`src/sv/depth_to_color_ramp_defines.svh`:
```
// ----------------------------------------------------------------------------
// Depth to colour ramp: assertion macros
// Immediate-implication and next-cycle checks used by the divider pipeline.
// ----------------------------------------------------------------------------
`ifndef DEPTH_TO_COLOR_RAMP_DEFINES_SVH
`define DEPTH_TO_COLOR_RAMP_DEFINES_SVH

// Check that cons holds in the same cycle as ante
`define DCR_ASSERT_NOW(label, clk, rst, ante, cons) \
   label: assert property (@(posedge clk) disable iff (rst) (ante) |-> (cons)) \
      else $error("depth_to_color_ramp: same-cycle check failed");

// Check that cons holds in the cycle after ante
`define DCR_ASSERT_NEXT(label, clk, rst, ante, cons) \
   label: assert property (@(posedge clk) disable iff (rst) (ante) |=> (cons)) \
      else $error("depth_to_color_ramp: next-cycle check failed");

`endif

```
`src/sv/dcr_pkg.sv`:
```
// ----------------------------------------------------------------------------
// Depth to colour ramp package
// Widths, register indexes, segment codes and the colour lookup function.
// ----------------------------------------------------------------------------
package dcr_pkg;

   // Default sample width in bits
   localparam int DEPTH_BITS_DEF = 16;

   // Ramp length and quotient width (positions 0 .. 2047, six segments used)
   localparam int RAMP_SPAN = 1530;
   localparam int Q_BITS    = 11;

   // Register reset values
   localparam int RANGE_LOW_RESET  = 0;
   localparam int RANGE_HIGH_RESET = 65535;

   // Register indexes
   localparam int CSR_INDEX_BITS = 1;
   localparam logic [CSR_INDEX_BITS-1:0] CSR_RANGE_LOW  = 1'b0;
   localparam logic [CSR_INDEX_BITS-1:0] CSR_RANGE_HIGH = 1'b1;

   // Full-scale channel value
   localparam logic [7:0] FULL = 8'hFF;

   // Segment codes (position divided by 256)
   localparam logic [2:0] SEG_WHITE_TO_RED    = 3'd0;
   localparam logic [2:0] SEG_RED_TO_YELLOW   = 3'd1;
   localparam logic [2:0] SEG_YELLOW_TO_GREEN = 3'd2;
   localparam logic [2:0] SEG_GREEN_TO_CYAN   = 3'd3;
   localparam logic [2:0] SEG_CYAN_TO_BLUE    = 3'd4;
   localparam logic [2:0] SEG_BLUE_TO_BLACK   = 3'd5;

   typedef struct packed {
      logic [7:0] blue;
      logic [7:0] green;
      logic [7:0] red;
   } colour_type;

   // Map a ramp position to a colour; overflow, zero and segments past five are black
   function automatic colour_type ramp_colour(input logic [Q_BITS-1:0] pos,
                                              input logic ovf);
      colour_type c;
      logic [7:0] lb;
      logic [7:0] nlb;
      logic [2:0] seg;
      lb  = pos[7:0];
      nlb = FULL - lb;
      seg = pos[Q_BITS-1:8];
      c   = '0;
      if (!ovf && (pos != '0)) begin
         case (seg)
            SEG_WHITE_TO_RED: begin
               c.blue = nlb;  c.green = nlb;  c.red = FULL;
            end
            SEG_RED_TO_YELLOW: begin
               c.blue = '0;   c.green = lb;   c.red = FULL;
            end
            SEG_YELLOW_TO_GREEN: begin
               c.blue = '0;   c.green = FULL; c.red = nlb;
            end
            SEG_GREEN_TO_CYAN: begin
               c.blue = lb;   c.green = FULL; c.red = '0;
            end
            SEG_CYAN_TO_BLUE: begin
               c.blue = FULL; c.green = nlb;  c.red = '0;
            end
            SEG_BLUE_TO_BLACK: begin
               c.blue = nlb;  c.green = '0;   c.red = '0;
            end
            default: c = '0;
         endcase
      end
      return c;
   endfunction

endpackage

```
`src/sv/depth_to_color_ramp.sv`:
```
// ----------------------------------------------------------------------------
// Depth to colour ramp
// Maps one depth sample per transfer to blue, green and red bytes on a
// six-segment ramp between two programmable depths.
// ----------------------------------------------------------------------------
// Usage:
//   req_valid/req_stall/req_depth_mm carry one depth sample per transfer;
//   rsp_valid/rsp_stall/rsp_blue/rsp_green/rsp_red return one colour per
//   sample, in order. A transfer happens when valid is high and stall low.
//   csr_write with csr_index and csr_wdata sets range_low (index 0) or
//   range_high (index 1); write only while no sample is in flight.
//   A request transfer reaches rsp_valid through range subtract, constant
//   multiply by 1530, overflow compare, eleven restoring divider stages
//   (one quotient bit each) and the colour output register.
//   Throughput is one sample per cycle while rsp_stall stays low; each
//   divider stage is a single compare and subtract across the numerator width.
//   Reset empties the pipeline and sets range_low to 0 and range_high to
//   65535 (truncated to the sample width).
//   When rsp_stall is high, a held result stays put and the stages behind it
//   keep filling empty slots; req_stall rises only once every stage is full.
// ----------------------------------------------------------------------------
module depth_to_color_ramp #(
   parameter int DEPTH_BITS = dcr_pkg::DEPTH_BITS_DEF
) (
   input  logic                                clock,
   input  logic                                reset,
   input  logic                                req_valid,
   output logic                                req_stall,
   input  logic [DEPTH_BITS-1:0]               req_depth_mm,
   output logic                                rsp_valid,
   input  logic                                rsp_stall,
   output logic [7:0]                          rsp_blue,
   output logic [7:0]                          rsp_green,
   output logic [7:0]                          rsp_red,
   input  logic                                csr_write,
   input  logic [dcr_pkg::CSR_INDEX_BITS-1:0]  csr_index,
   input  logic [DEPTH_BITS-1:0]               csr_wdata
);

   localparam int REM_BITS = DEPTH_BITS + dcr_pkg::Q_BITS;

   logic [DEPTH_BITS-1:0]        range_low_ff;
   logic [DEPTH_BITS-1:0]        range_high_ff;
   logic                         range_ok;
   logic [DEPTH_BITS-1:0]        denom;

   logic                         s0_vld_ff;
   logic [DEPTH_BITS-1:0]        s0_diff_ff;
   logic [DEPTH_BITS-1:0]        s0_diff_in;
   logic                         s1_vld_ff;
   logic [REM_BITS-1:0]          s1_numer_ff;
   logic [REM_BITS-1:0]          s1_numer_in;

   logic                         div_in_stall;
   logic                         div_out_valid;
   logic                         div_out_stall;
   logic [dcr_pkg::Q_BITS-1:0]   div_quot;
   logic                         div_ovf;

   logic                         s0_en;
   logic                         s1_en;
   logic                         out_en;

   logic                         rsp_valid_ff;
   dcr_pkg::colour_type          colour_ff;
   dcr_pkg::colour_type          colour_in;

   // Configuration registers
   always_ff @(posedge clock) begin
      if (reset) begin
         range_low_ff  <= DEPTH_BITS'(dcr_pkg::RANGE_LOW_RESET);
         range_high_ff <= DEPTH_BITS'(dcr_pkg::RANGE_HIGH_RESET);
      end else if (csr_write) begin
         unique case (csr_index)
            dcr_pkg::CSR_RANGE_LOW:  range_low_ff  <= csr_wdata;
            dcr_pkg::CSR_RANGE_HIGH: range_high_ff <= csr_wdata;
            default: ;
         endcase
      end
   end

   assign range_ok = (range_high_ff > range_low_ff);
   assign denom    = range_ok ? (range_high_ff - range_low_ff) : '0;

   // Advance chain from the output back to the request side
   assign out_en        = !rsp_valid_ff || !rsp_stall;
   assign div_out_stall = !out_en;
   assign s1_en         = !s1_vld_ff || !div_in_stall;
   assign s0_en         = !s0_vld_ff || s1_en;
   assign req_stall     = !s0_en;

   // Stage 0: offset from range start, zero at or below it or on an empty range
   assign s0_diff_in = (range_ok && (req_depth_mm > range_low_ff)) ?
                       (req_depth_mm - range_low_ff) : '0;

   // Stage 1: scale by the ramp length
   assign s1_numer_in = REM_BITS'(s0_diff_ff) * REM_BITS'(dcr_pkg::RAMP_SPAN);

   // Output stage: colour lookup
   assign colour_in = dcr_pkg::ramp_colour(div_quot, div_ovf);

   // Valid bits
   always_ff @(posedge clock) begin
      if (reset) begin
         s0_vld_ff    <= 1'b0;
         s1_vld_ff    <= 1'b0;
         rsp_valid_ff <= 1'b0;
      end else begin
         if (s0_en) begin
            s0_vld_ff <= req_valid;
         end
         if (s1_en) begin
            s1_vld_ff <= s0_vld_ff;
         end
         if (out_en) begin
            rsp_valid_ff <= div_out_valid;
         end
      end
   end

   // Payload
   always_ff @(posedge clock) begin
      if (s0_en) begin
         s0_diff_ff <= s0_diff_in;
      end
      if (s1_en) begin
         s1_numer_ff <= s1_numer_in;
      end
      if (out_en) begin
         colour_ff <= colour_in;
      end
   end

   dcr_div_pipe #(
      .DEPTH_BITS (DEPTH_BITS)
   ) u_div (
      .clock     (clock),
      .reset     (reset),
      .in_valid  (s1_vld_ff),
      .in_stall  (div_in_stall),
      .in_numer  (s1_numer_ff),
      .in_denom  (denom),
      .out_valid (div_out_valid),
      .out_stall (div_out_stall),
      .out_quot  (div_quot),
      .out_ovf   (div_ovf)
   );

   assign rsp_valid = rsp_valid_ff;
   assign rsp_blue  = colour_ff.blue;
   assign rsp_green = colour_ff.green;
   assign rsp_red   = colour_ff.red;

endmodule

```
`src/sv/dcr_div_pipe.sv`:
```
// ----------------------------------------------------------------------------
// Depth to colour ramp: pipelined restoring divider
// One overflow stage, then one quotient bit per stage, with valid bits and a
// per-stage advance chain so bubbles close up under stall.
// ----------------------------------------------------------------------------
`include "depth_to_color_ramp_defines.svh"

module dcr_div_pipe #(
   parameter int DEPTH_BITS = dcr_pkg::DEPTH_BITS_DEF
) (
   input  logic                                  clock,
   input  logic                                  reset,
   input  logic                                  in_valid,
   output logic                                  in_stall,
   input  logic [DEPTH_BITS+dcr_pkg::Q_BITS-1:0] in_numer,
   input  logic [DEPTH_BITS-1:0]                 in_denom,
   output logic                                  out_valid,
   input  logic                                  out_stall,
   output logic [dcr_pkg::Q_BITS-1:0]            out_quot,
   output logic                                  out_ovf
);

   localparam int Q_BITS   = dcr_pkg::Q_BITS;
   localparam int REM_BITS = DEPTH_BITS + Q_BITS;
   localparam int NSTG     = Q_BITS + 1;

   logic [NSTG-1:0]     vld_ff;
   logic [NSTG-1:0]     ovf_ff;
   logic [NSTG-1:0]     ovf_in;
   logic [REM_BITS-1:0] rem_ff [NSTG];
   logic [REM_BITS-1:0] rem_in [NSTG];
   logic [Q_BITS-1:0]   quo_ff [NSTG];
   logic [Q_BITS-1:0]   quo_in [NSTG];
   logic [REM_BITS-1:0] trial  [NSTG];
   logic [NSTG-1:0]     stage_en;

   // Stage 0 flags overflow, stage j settles quotient bit Q_BITS-j
   always_comb begin
      trial[0]  = REM_BITS'(in_denom) << Q_BITS;
      rem_in[0] = in_numer;
      quo_in[0] = '0;
      ovf_in[0] = (in_numer >= trial[0]);
      for (int j = 1; j < NSTG; j++) begin
         trial[j]  = REM_BITS'(in_denom) << (Q_BITS - j);
         ovf_in[j] = ovf_ff[j-1];
         if (!ovf_ff[j-1] && (rem_ff[j-1] >= trial[j])) begin
            rem_in[j] = rem_ff[j-1] - trial[j];
            quo_in[j] = quo_ff[j-1] | (Q_BITS'(1) << (Q_BITS - j));
         end else begin
            rem_in[j] = rem_ff[j-1];
            quo_in[j] = quo_ff[j-1];
         end
      end
   end

   // Advance a stage when it is empty or its successor advances
   always_comb begin
      stage_en[NSTG-1] = !vld_ff[NSTG-1] || !out_stall;
      for (int j = NSTG - 2; j >= 0; j--) begin
         stage_en[j] = !vld_ff[j] || stage_en[j+1];
      end
   end

   // Valid bits
   always_ff @(posedge clock) begin
      if (reset) begin
         vld_ff <= '0;
      end else begin
         if (stage_en[0]) begin
            vld_ff[0] <= in_valid;
         end
         for (int j = 1; j < NSTG; j++) begin
            if (stage_en[j]) begin
               vld_ff[j] <= vld_ff[j-1];
            end
         end
      end
   end

   // Payload
   always_ff @(posedge clock) begin
      for (int j = 0; j < NSTG; j++) begin
         if (stage_en[j]) begin
            rem_ff[j] <= rem_in[j];
            quo_ff[j] <= quo_in[j];
            ovf_ff[j] <= ovf_in[j];
         end
      end
   end

   assign in_stall  = !stage_en[0];
   assign out_valid = vld_ff[NSTG-1];
   assign out_quot  = quo_ff[NSTG-1];
   assign out_ovf   = ovf_ff[NSTG-1];

   // An empty entry stage always takes a transfer
   `DCR_ASSERT_NOW(a_entry_free, clock, reset, !vld_ff[0], !in_stall)
   // The final remainder lies below the divisor
   `DCR_ASSERT_NOW(a_rem_below_denom, clock, reset,
      vld_ff[NSTG-1] && !ovf_ff[NSTG-1], rem_ff[NSTG-1] < REM_BITS'(in_denom))
   // A stalled result is not dropped
   `DCR_ASSERT_NEXT(a_stall_keeps, clock, reset, out_valid && out_stall, out_valid)

endmodule

```
`config.mk`:
```
export PLATFORM = sky130hd
export DESIGN_NAME = depth_to_color_ramp
export DESIGN_NICKNAME = d
export VERILOG_FILES = /design/src/sv/dcr_pkg.sv /design/src/sv/depth_to_color_ramp.sv /design/src/sv/dcr_div_pipe.sv
export VERILOG_INCLUDE_DIRS = /design/src /design/src/sv
export SDC_FILE = /design/constraint.sdc
export NUM_CORES = 1
export LEC_CHECK = 0
export BUFFER_PORTS_ARGS = -buffer_cell sky130_fd_sc_hd__buf_2
export CAP_MARGIN = 20
export CORE_MARGIN = 4
export CORE_UTILIZATION = 60
export CTS_BUF_LIST = sky130_fd_sc_hd__clkbuf_8
export CTS_CLUSTER_DIAMETER = 30
export DETAILED_ROUTE_END_ITERATION = 16
export PLACE_DENSITY = 0.88
export SYNTH_ARGS = -nofsm -noshare
export SYNTH_HDL_FRONTEND = slang
export SYNTH_SLANG_ARGS = --single-unit
export TNS_END_PERCENT = 10
```
`constraint.sdc`:
```
create_clock -name clock -period 5.1 [get_ports clock]
set_input_delay 1.275 -clock clock [delete_from_list [all_inputs] [get_ports clock]]
set_output_delay 1.275 -clock clock [all_outputs]
set_load 0.01 [all_outputs]
```
==> results of run 1 <==
## critical path: cells and delay by family (launching register included)
kind	cells	cell delay [ps]
mux	1	170
fa+ha+maj	6	2600
flops	1	440
buf+inv	4	230
simple gates	2	410
compound gates	4	1070
## registers in the layout, summed over array words and instances (netlist names)
signal and flops:
u_div.vld_ff 12, u_div.rem_ff 286, rsp_valid 1, rsp_green 8
s0_diff_ff 16, rsp_blue 8, s1_vld_ff 1, range_high_ff 16
s0_vld_ff 1, u_div.quo_ff 66, range_low_ff 16, s1_numer_ff 26
rsp_red 8, u_div.ovf_ff 12
## cell usage in the layout (no fill, tap or decap), drive strengths merged, types with 11 or more instances in the layout
cell / count
xor2: 88
a21boi: 13
o21ai: 123
nand2: 209
nand4: 37
a21o: 67
mux2: 71
nor3: 73
or3: 33
nor2b: 35
buf: 295
clkinvlp: 17
o41ai: 11
a211o: 19
o31a: 11
xnor2: 117
a21oi: 194
o211ai: 14
and3: 32
o21bai: 22
edfxtp: 430
fa: 91
nor4: 34
nor2: 174
inv: 276
or4: 14
nand3: 47
or2: 19
ha: 303
a211oi: 23
a31oi: 28
clkinv: 34
o21a: 39
o31ai: 29
dfxtp: 47
clkbuf: 105
nand2b: 26
nor4b: 13
## per-layer routing
layer,share of wire [%],vias up,wire length (µm)
met4,6.6,2,5740
met2,49,1183,42700
met5,0.015,-,13
met3,7.8,351,6710
li1,-,11500,-
met1,36,12000,31200
## area by class of cell
class	instances	area [µm²]	area share, %
inverters	257	977	2.62
clock inverters	80	753	2.02
multi-input cells	2120	17100	45.7
flip-flops and latches	477	13900	37.1
well taps	680	851	2.28
clock buffers	103	1420	3.80
repair buffers	297	2440	6.52
## worst max path at each step
stage / slack (ps) / start / endpoint / cells past startpoint
floorplan: -30 / rsp_stall / req_stall / 8
global placement: -150 / s0_diff_ff[5] / s1_numer_ff[26] / 19
detailed placement: -250 / s0_diff_ff[9] / s1_numer_ff[26] / 18
CTS: -100 / s0_diff_ff[8] / s1_numer_ff[26] / 18
global route: -250 / s0_diff_ff[4] / s1_numer_ff[26] / 20
finish: -60 / s0_diff_ff[5] / s1_numer_ff[25] / 17
## stage by stage
step	hold slack [ps]	setup TNS, ps	instance area, µm²
2_1_floorplan	400	-66.3	31700
3_3_place_gp	401	-277	34300
3_5_place_dp	405	-2410	34300
4_1_cts	410	-151	36700
5_1_grt	408	-1420	37400
6_report	410	-153	37400
## repair_timing
| action | 4_1_cts | 5_1_grt |
|---|---|---|
| endpoints found under the setup margin | 63 | 221 |
| setup buffers | 13 | 16 |
| pin swaps | 35 | 62 |
| gates resized for setup | 19 | 101 |
| gates cloned | 0 | 3 |
## logic make-up after synthesis
| family | Yosys count |
|---|---|
| simple gates | 782 |
| compound gates | 659 |
| flops | 477 |
| fa+ha+maj | 395 |
| buf+inv | 312 |
| xor+xnor | 205 |
| mux | 79 |
==> results.tsv, run 1 <==
stage	metric	value	unit
finish	share of post-route cells with drive strength above 1	20.2	%
finish	synth-to-layout area growth	18.3	%
timing	Setup Viol. Count Final	4	
routing	detailed-route DRC error count	0	
yosys	mapped cell area	31600	µm²
routing	vias per cell	6.23	
floorplan	Initial Util	61.0	%
setup_path	worst path required time	5520	ps
clock_tree	CTS Root Cell	clkbuf_8	
setup_path	slowest cell delay on critical path	520	ps
yosys	commonest cells in the netlist	edfxtp_1, ha_1, inv_1	
timing	Final period util	101	%
flow_run	Max Cap Viol	0	
timing	Hold Violations, Final	0	
yosys	syn avg cell area	10.9	µm²
clock_tree	CTS tree	yes	
global_route	first-pass GRT wire length	133000	µm
routing	routed len/inst	21.5	µm
floorplan	io pins	64	
global_route	total congestion overflow	0	
timing	Setup Skew	36.1	ps
yosys	Synth Area in XOR/XNOR	5.71	%
floorplan	die width	237	µm
timing	Fmax	194	MHz
timing	final max-slew violation count	0	
floorplan	cell row count	83	
routing	DR iter-0 viols	2047	
worst_hold_path	Hold Startpoint	u_div.quo_ff[0][21]	
yosys	Syn Inst Count	2909	
setup_path	Startpoint Class	register	
timing	slew at the pin closest to its max-slew limit	1100	ps
status	violated checks	negative setup slack	
global_route	largest net degree at the start of global routing	48	
global_route	global-route met3 utilization	6.56	%
yosys	number of synthesized flops with an enable pin	430	
worst_hold_path	Worst Hold Class	register to register	
global_route	initial antenna violation count	1	
setup_path	Worst R2R Start	s0_diff_ff[5]	
global_route	grt peak-use layer	met2	
setup_path	r2r endpoint	s1_numer_ff[25]	
yosys	post-synthesis simple-gate area fraction	12.4	%
finish	post-layout util	72.2	%
timing	Final WS setup	-62.0	ps
setup_path	Worst setup EP type	register	
yosys	mux cell area share after synthesis	2.79	%
setup_path	CP Data Arrival Time	5580	ps
finish	final std cells w/o fill	4014	
yosys	Synth Area in Adders	17.8	%
yosys	post-synthesis compound-gate area fraction	13.6	%
worst_hold_path	Worst Hold Path Cells	0	
setup_path	Max FO, Critical Path	3	
setup_path	CP Cell Sequence	inv_2 -> fa_1 -> inv_2 -> fa_1 -> fa_1 -> fa_1 -> inv_1 -> fa_1 -> inv_2 -> ha_4 -> or3_1 -> o31a_1 -> a221oi_4 -> o21ai_2 -> o31a_1 -> mux2i_1 -> nand2_1	
yosys	leading area contributor after synthesis	edfxtp_1	
routing	Detailed Route WL	86400	µm
status	outcome	complete, but fails checks	
floorplan	Die Ht	237	µm
yosys	ranking of synthesized cells by area	edfxtp_1, ha_1, fa_1	
yosys	largest family of logic cells by synthesized area	adder cells	
routing	vias	25000	
placed_design	Cells after DPL	3799	
setup_path	crit path kind	register to register	
finish	# nets final	3685	
clock_tree	cts bufs inserted	100	
yosys	Seq/Total Area, Yosys	43.9	%
placed_design	number of port buffers	63	
global_route	M2 GR Usage	51.7	%
finish	n_diodes	0	
yosys	YS warnings	0	
yosys	async set or reset register ratio after synthesis	0	%
global_route	total track usage	29.6	%
clock_tree	H-Tree Depth	3	
timing	RSZ-0062 raised after global routing	true	
routing	First-pass DRT Iterations	6	
floorplan	total core area	51700	µm²
clock_tree	hold buffers post-CTS	0	
yosys	Synth Register Bits	477	
routing	Final ANT Viol Nets	0	
placed_design	Final GP Congestion	0.960	
global_route	routing usage on met1	33.7	%
setup_path	Slowest-stage cell, CP	fa_1	
clock_tree	Clock Latency Late Sink	700	ps
yosys	Mapped Nets	3341	
timing	Slew HR	26.6	%
floorplan	DIE AREA	56400	µm²
yosys	post-synth top area share	40.9	%
setup_path	R2R Setup Slk	-60	ps
placed_design	Setup Slack @ Placement	-246	ps
clock_tree	Clock Path Buffers	3	
clock_tree	clock-pin slew on the worst setup and hold paths	60	ps
setup_path	CP dominant cell by count	fa_1	
timing	Tmin final	5160	ps
finish	Fill cells	3361	
yosys	predominant post-synthesis flop cell	edfxtp_1	
yosys	top-count cell post-synth	edfxtp_1	
setup_path	Reg2Reg Depth	17	
global_route	vias in the first global route	25300	
clock_tree	TritonCTS Sinks	477	
worst_hold_path	hold worst-path end	u_div.quo_ff[0][32]	
placed_design	HPWL after detailed placement	63500	µm
yosys	count of different cell masters after synthesis	81	
Power of run 1 is left out: the tool's default activity adds up to more than one toggle a clock period on the data nets, which glitch-free logic cannot reach.
==> run 2: changes to the inputs <==
--- a/config.mk
+++ b/config.mk
@@ -9,11 +9,10 @@
 export BUFFER_PORTS_ARGS = -buffer_cell sky130_fd_sc_hd__buf_2
 export CAP_MARGIN = 20
 export CORE_MARGIN = 4
-export CORE_UTILIZATION = 60
-export CTS_BUF_LIST = sky130_fd_sc_hd__clkbuf_8
+export CORE_UTILIZATION = 58
 export CTS_CLUSTER_DIAMETER = 30
 export DETAILED_ROUTE_END_ITERATION = 16
-export PLACE_DENSITY = 0.88
+export PLACE_DENSITY = 0.86
 export SYNTH_ARGS = -nofsm -noshare
 export SYNTH_HDL_FRONTEND = slang
 export SYNTH_SLANG_ARGS = --single-unit
==> run 2 against run 1 <==
  * First-iteration DRC count grew 5.5%
  * Cell count is essentially flat
  * Utilization shrank 1.6 points
  * The flow still finishes with violations (negative setup slack)
  * Via count shrank 1.1%
  * Worst setup slack lost 89 ps
  * Die area grew 3.3%
  * Count of clock-buffer cells in the layout shrank 5
==> results.tsv, run 2 (synthesized netlist as in run 1, its figures left out) <==
stage	metric	value	unit	change
finish	synth-to-layout area growth	20.5	%	
placed_design	post-placement cell area	34300	µm²	-0.15%
clock_tree	clock-pin slew on the worst setup and hold paths	50	ps	about the same
routing	DR iter-0 viols	2159		+5.5%
clock_tree	cts bufs inserted	94		-6.0%
routing	detailed-route DRC error count	0		unchanged
worst_hold_path	Hold Startpoint	u_div.quo_ff[2][5]		
timing	Tmin final	5250	ps	+88.7 ps
setup_path	R2R Setup Slk	-150	ps	-90 ps
setup_path	Startpoint Class	register		
floorplan	Initial Util	58.7	%	-2.4 points
setup_path	Worst setup EP type	register		
setup_path	CP Data Arrival Time	5610	ps	+30 ps
placed_design	HPWL after detailed placement	63300	µm	-0.43%
status	outcome	complete, but fails checks		
global_route	total congestion overflow	0		unchanged
global_route	first-pass GRT wire length	133000	µm	about the same
global_route	vias in the first global route	25100		-0.98%
floorplan	total core area	53800	µm²	+4.1%
routing	routed len/inst	21.5	µm	-0.34%
timing	Setup Skew	30.2	ps	-5.91 ps
timing	Final WS setup	-151	ps	-88.7 ps
finish	Largest Register	u_div.rem_ff		
finish	Largest regs	u_div.rem_ff (286), u_div.quo_ff (66), s1_numer_ff (26)		
worst_hold_path	Worst Hold Path Cells	0		unchanged
status	violated checks	negative setup slack		
setup_path	crit path from	s0_diff_ff[10]		
global_route	total track usage	29.0	%	-0.59 points
setup_path	worst path required time	5460	ps	-60 ps
setup_path	crit path kind	register to register		
timing	RSZ-0062 raised after global routing	true		
clock_tree	TritonCTS Sinks	477		unchanged
global_route	largest net degree at the start of global routing	48		unchanged
setup_path	Reg2Reg Depth	19		+2
setup_path	Max FO, Critical Path	3		unchanged
floorplan	Die Ht	241	µm	+1.7%
setup_path	Worst R2R Start	s0_diff_ff[10]		
setup_path	CP Buf/Inv Count	5		+1
finish	commonest non-fill, non-tap cell in the layout	edfxtp_1		
floorplan	die width	241	µm	+1.7%
timing	slew at the pin closest to its max-slew limit	1060	ps	-38.8 ps
timing	Hold Violations, Final	0		unchanged
timing	final max-slew violation count	0		unchanged
worst_hold_path	hold worst-path end	u_div.quo_ff[2][16]		
finish	final instance area	38000	µm²	+1.8%
global_route	initial antenna violation count	0		-1
placed_design	Setup Slack @ Placement	-266	ps	-19.3 ps
worst_hold_path	Worst Hold Class	register to register		
placed_design	Final GP Congestion	0.962		+0.28%
timing	Setup Viol. Count Final	6		+2
floorplan	cell row count	85		+2.4%
routing	Final ANT Viol Nets	0		unchanged
clock_tree	Clock Path Buffers	3		unchanged
clock_tree	H-Tree Depth	3		unchanged
finish	max reg flops	286		unchanged
finish	# nets final	3667		-0.49%
setup_path	CP Cell Sequence	buf_6 -> ha_1 -> inv_1 -> fa_1 -> inv_1 -> fa_1 -> fa_1 -> inv_1 -> fa_1 -> inv_1 -> ha_4 -> nand3_2 -> o22ai_2 -> a311o_1 -> a21o_1 -> o21a_1 -> a41o_1 -> o41ai_2 -> xnor2_1		
flow_run	Max Cap Viol	0		unchanged
setup_path	cell family with the largest share of critical-path delay	adder cells		
finish	share of post-route cells with drive strength above 1	19.6	%	-0.57 points
timing	Fmax	190	MHz	-1.7%
setup_path	r2r endpoint	s1_numer_ff[26]		
finish	commonest cells after routing, fill and taps aside	edfxtp_1, ha_1, inv_1, buf_4, nand2_1		
routing	Detailed Route WL	86100	µm	-0.41%
routing	vias per cell	6.16		-1.1%
placed_design	number of port buffers	63		unchanged
timing	Final period util	103	%	+1.7 points
setup_path	Slowest-stage cell, CP	fa_1		
floorplan	DIE AREA	58200	µm²	+3.3%
routing	First-pass DRT Iterations	8		+2
routing	vias	24700		-1.1%
timing	Slew HR	29.2	%	+2.7 points
clock_tree	CTS Root Cell	clkbuf_16		
floorplan	io pins	64		unchanged
clock_tree	CTS tree	yes		
setup_path	slowest cell delay on critical path	560	ps	+40 ps
clock_tree	Clock Latency Late Sink	640	ps	-60 ps
## run 2: worst max-delay path by stage
stage	to	slack (ps)	cells past startpoint
after detailed placement	s1_numer_ff[26]	-270	19
after floorplan	req_stall	-30	8
after CTS	s1_numer_ff[26]	-160	18
final	s1_numer_ff[26]	-150	19
after global placement	s1_numer_ff[25]	-100	18
after global routing	s1_numer_ff[25]	-320	17
## run 2: cell type report
class	count	area [µm²]
clock buffers	98	2380
repair buffers	285	2190
diodes	1	2.50
well taps	696	871
fillers	3570	15800
clock inverters	77	782
flip-flops and latches	477	13900
multi-input cells	2120	17000
inverters	257	976
## run 2: routing by layer
layer,share of wire [%],up-vias,track usage (%)
met2,49,1102,50.8
met4,6.1,0,15.6
met1,38,11900,34.4
li1,-,11400,-
met5,0,-,0
met3,6.5,335,4.61
## run 2: metrics by stage
stage | util, % | std cells | TNS, ps | hold WS [ps]
after CTS | 69.9 | 4002 | -295 | 399
after floorplan | - | 2909 | -66.3 | 400
after global routing | 70.7 | 4010 | -4050 | 405
final | 70.7 | 4011 | -467 | 390
after global placement | 63.7 | 3814 | -203 | 402
after detailed placement | 63.7 | 3814 | -1160 | 405
## run 2: repair_timing
item | in CTS | in global routing
setup buffers | 13 | 5
endpoints found under the setup margin | 88 | 225
hold buffers | 0 | 0
cloned | 0 | 0
endpoints found under the hold margin | 0 | 0
gates resized for setup | 23 | 70
pin swaps | 24 | 23
Power of run 2 is left out for the same reason.
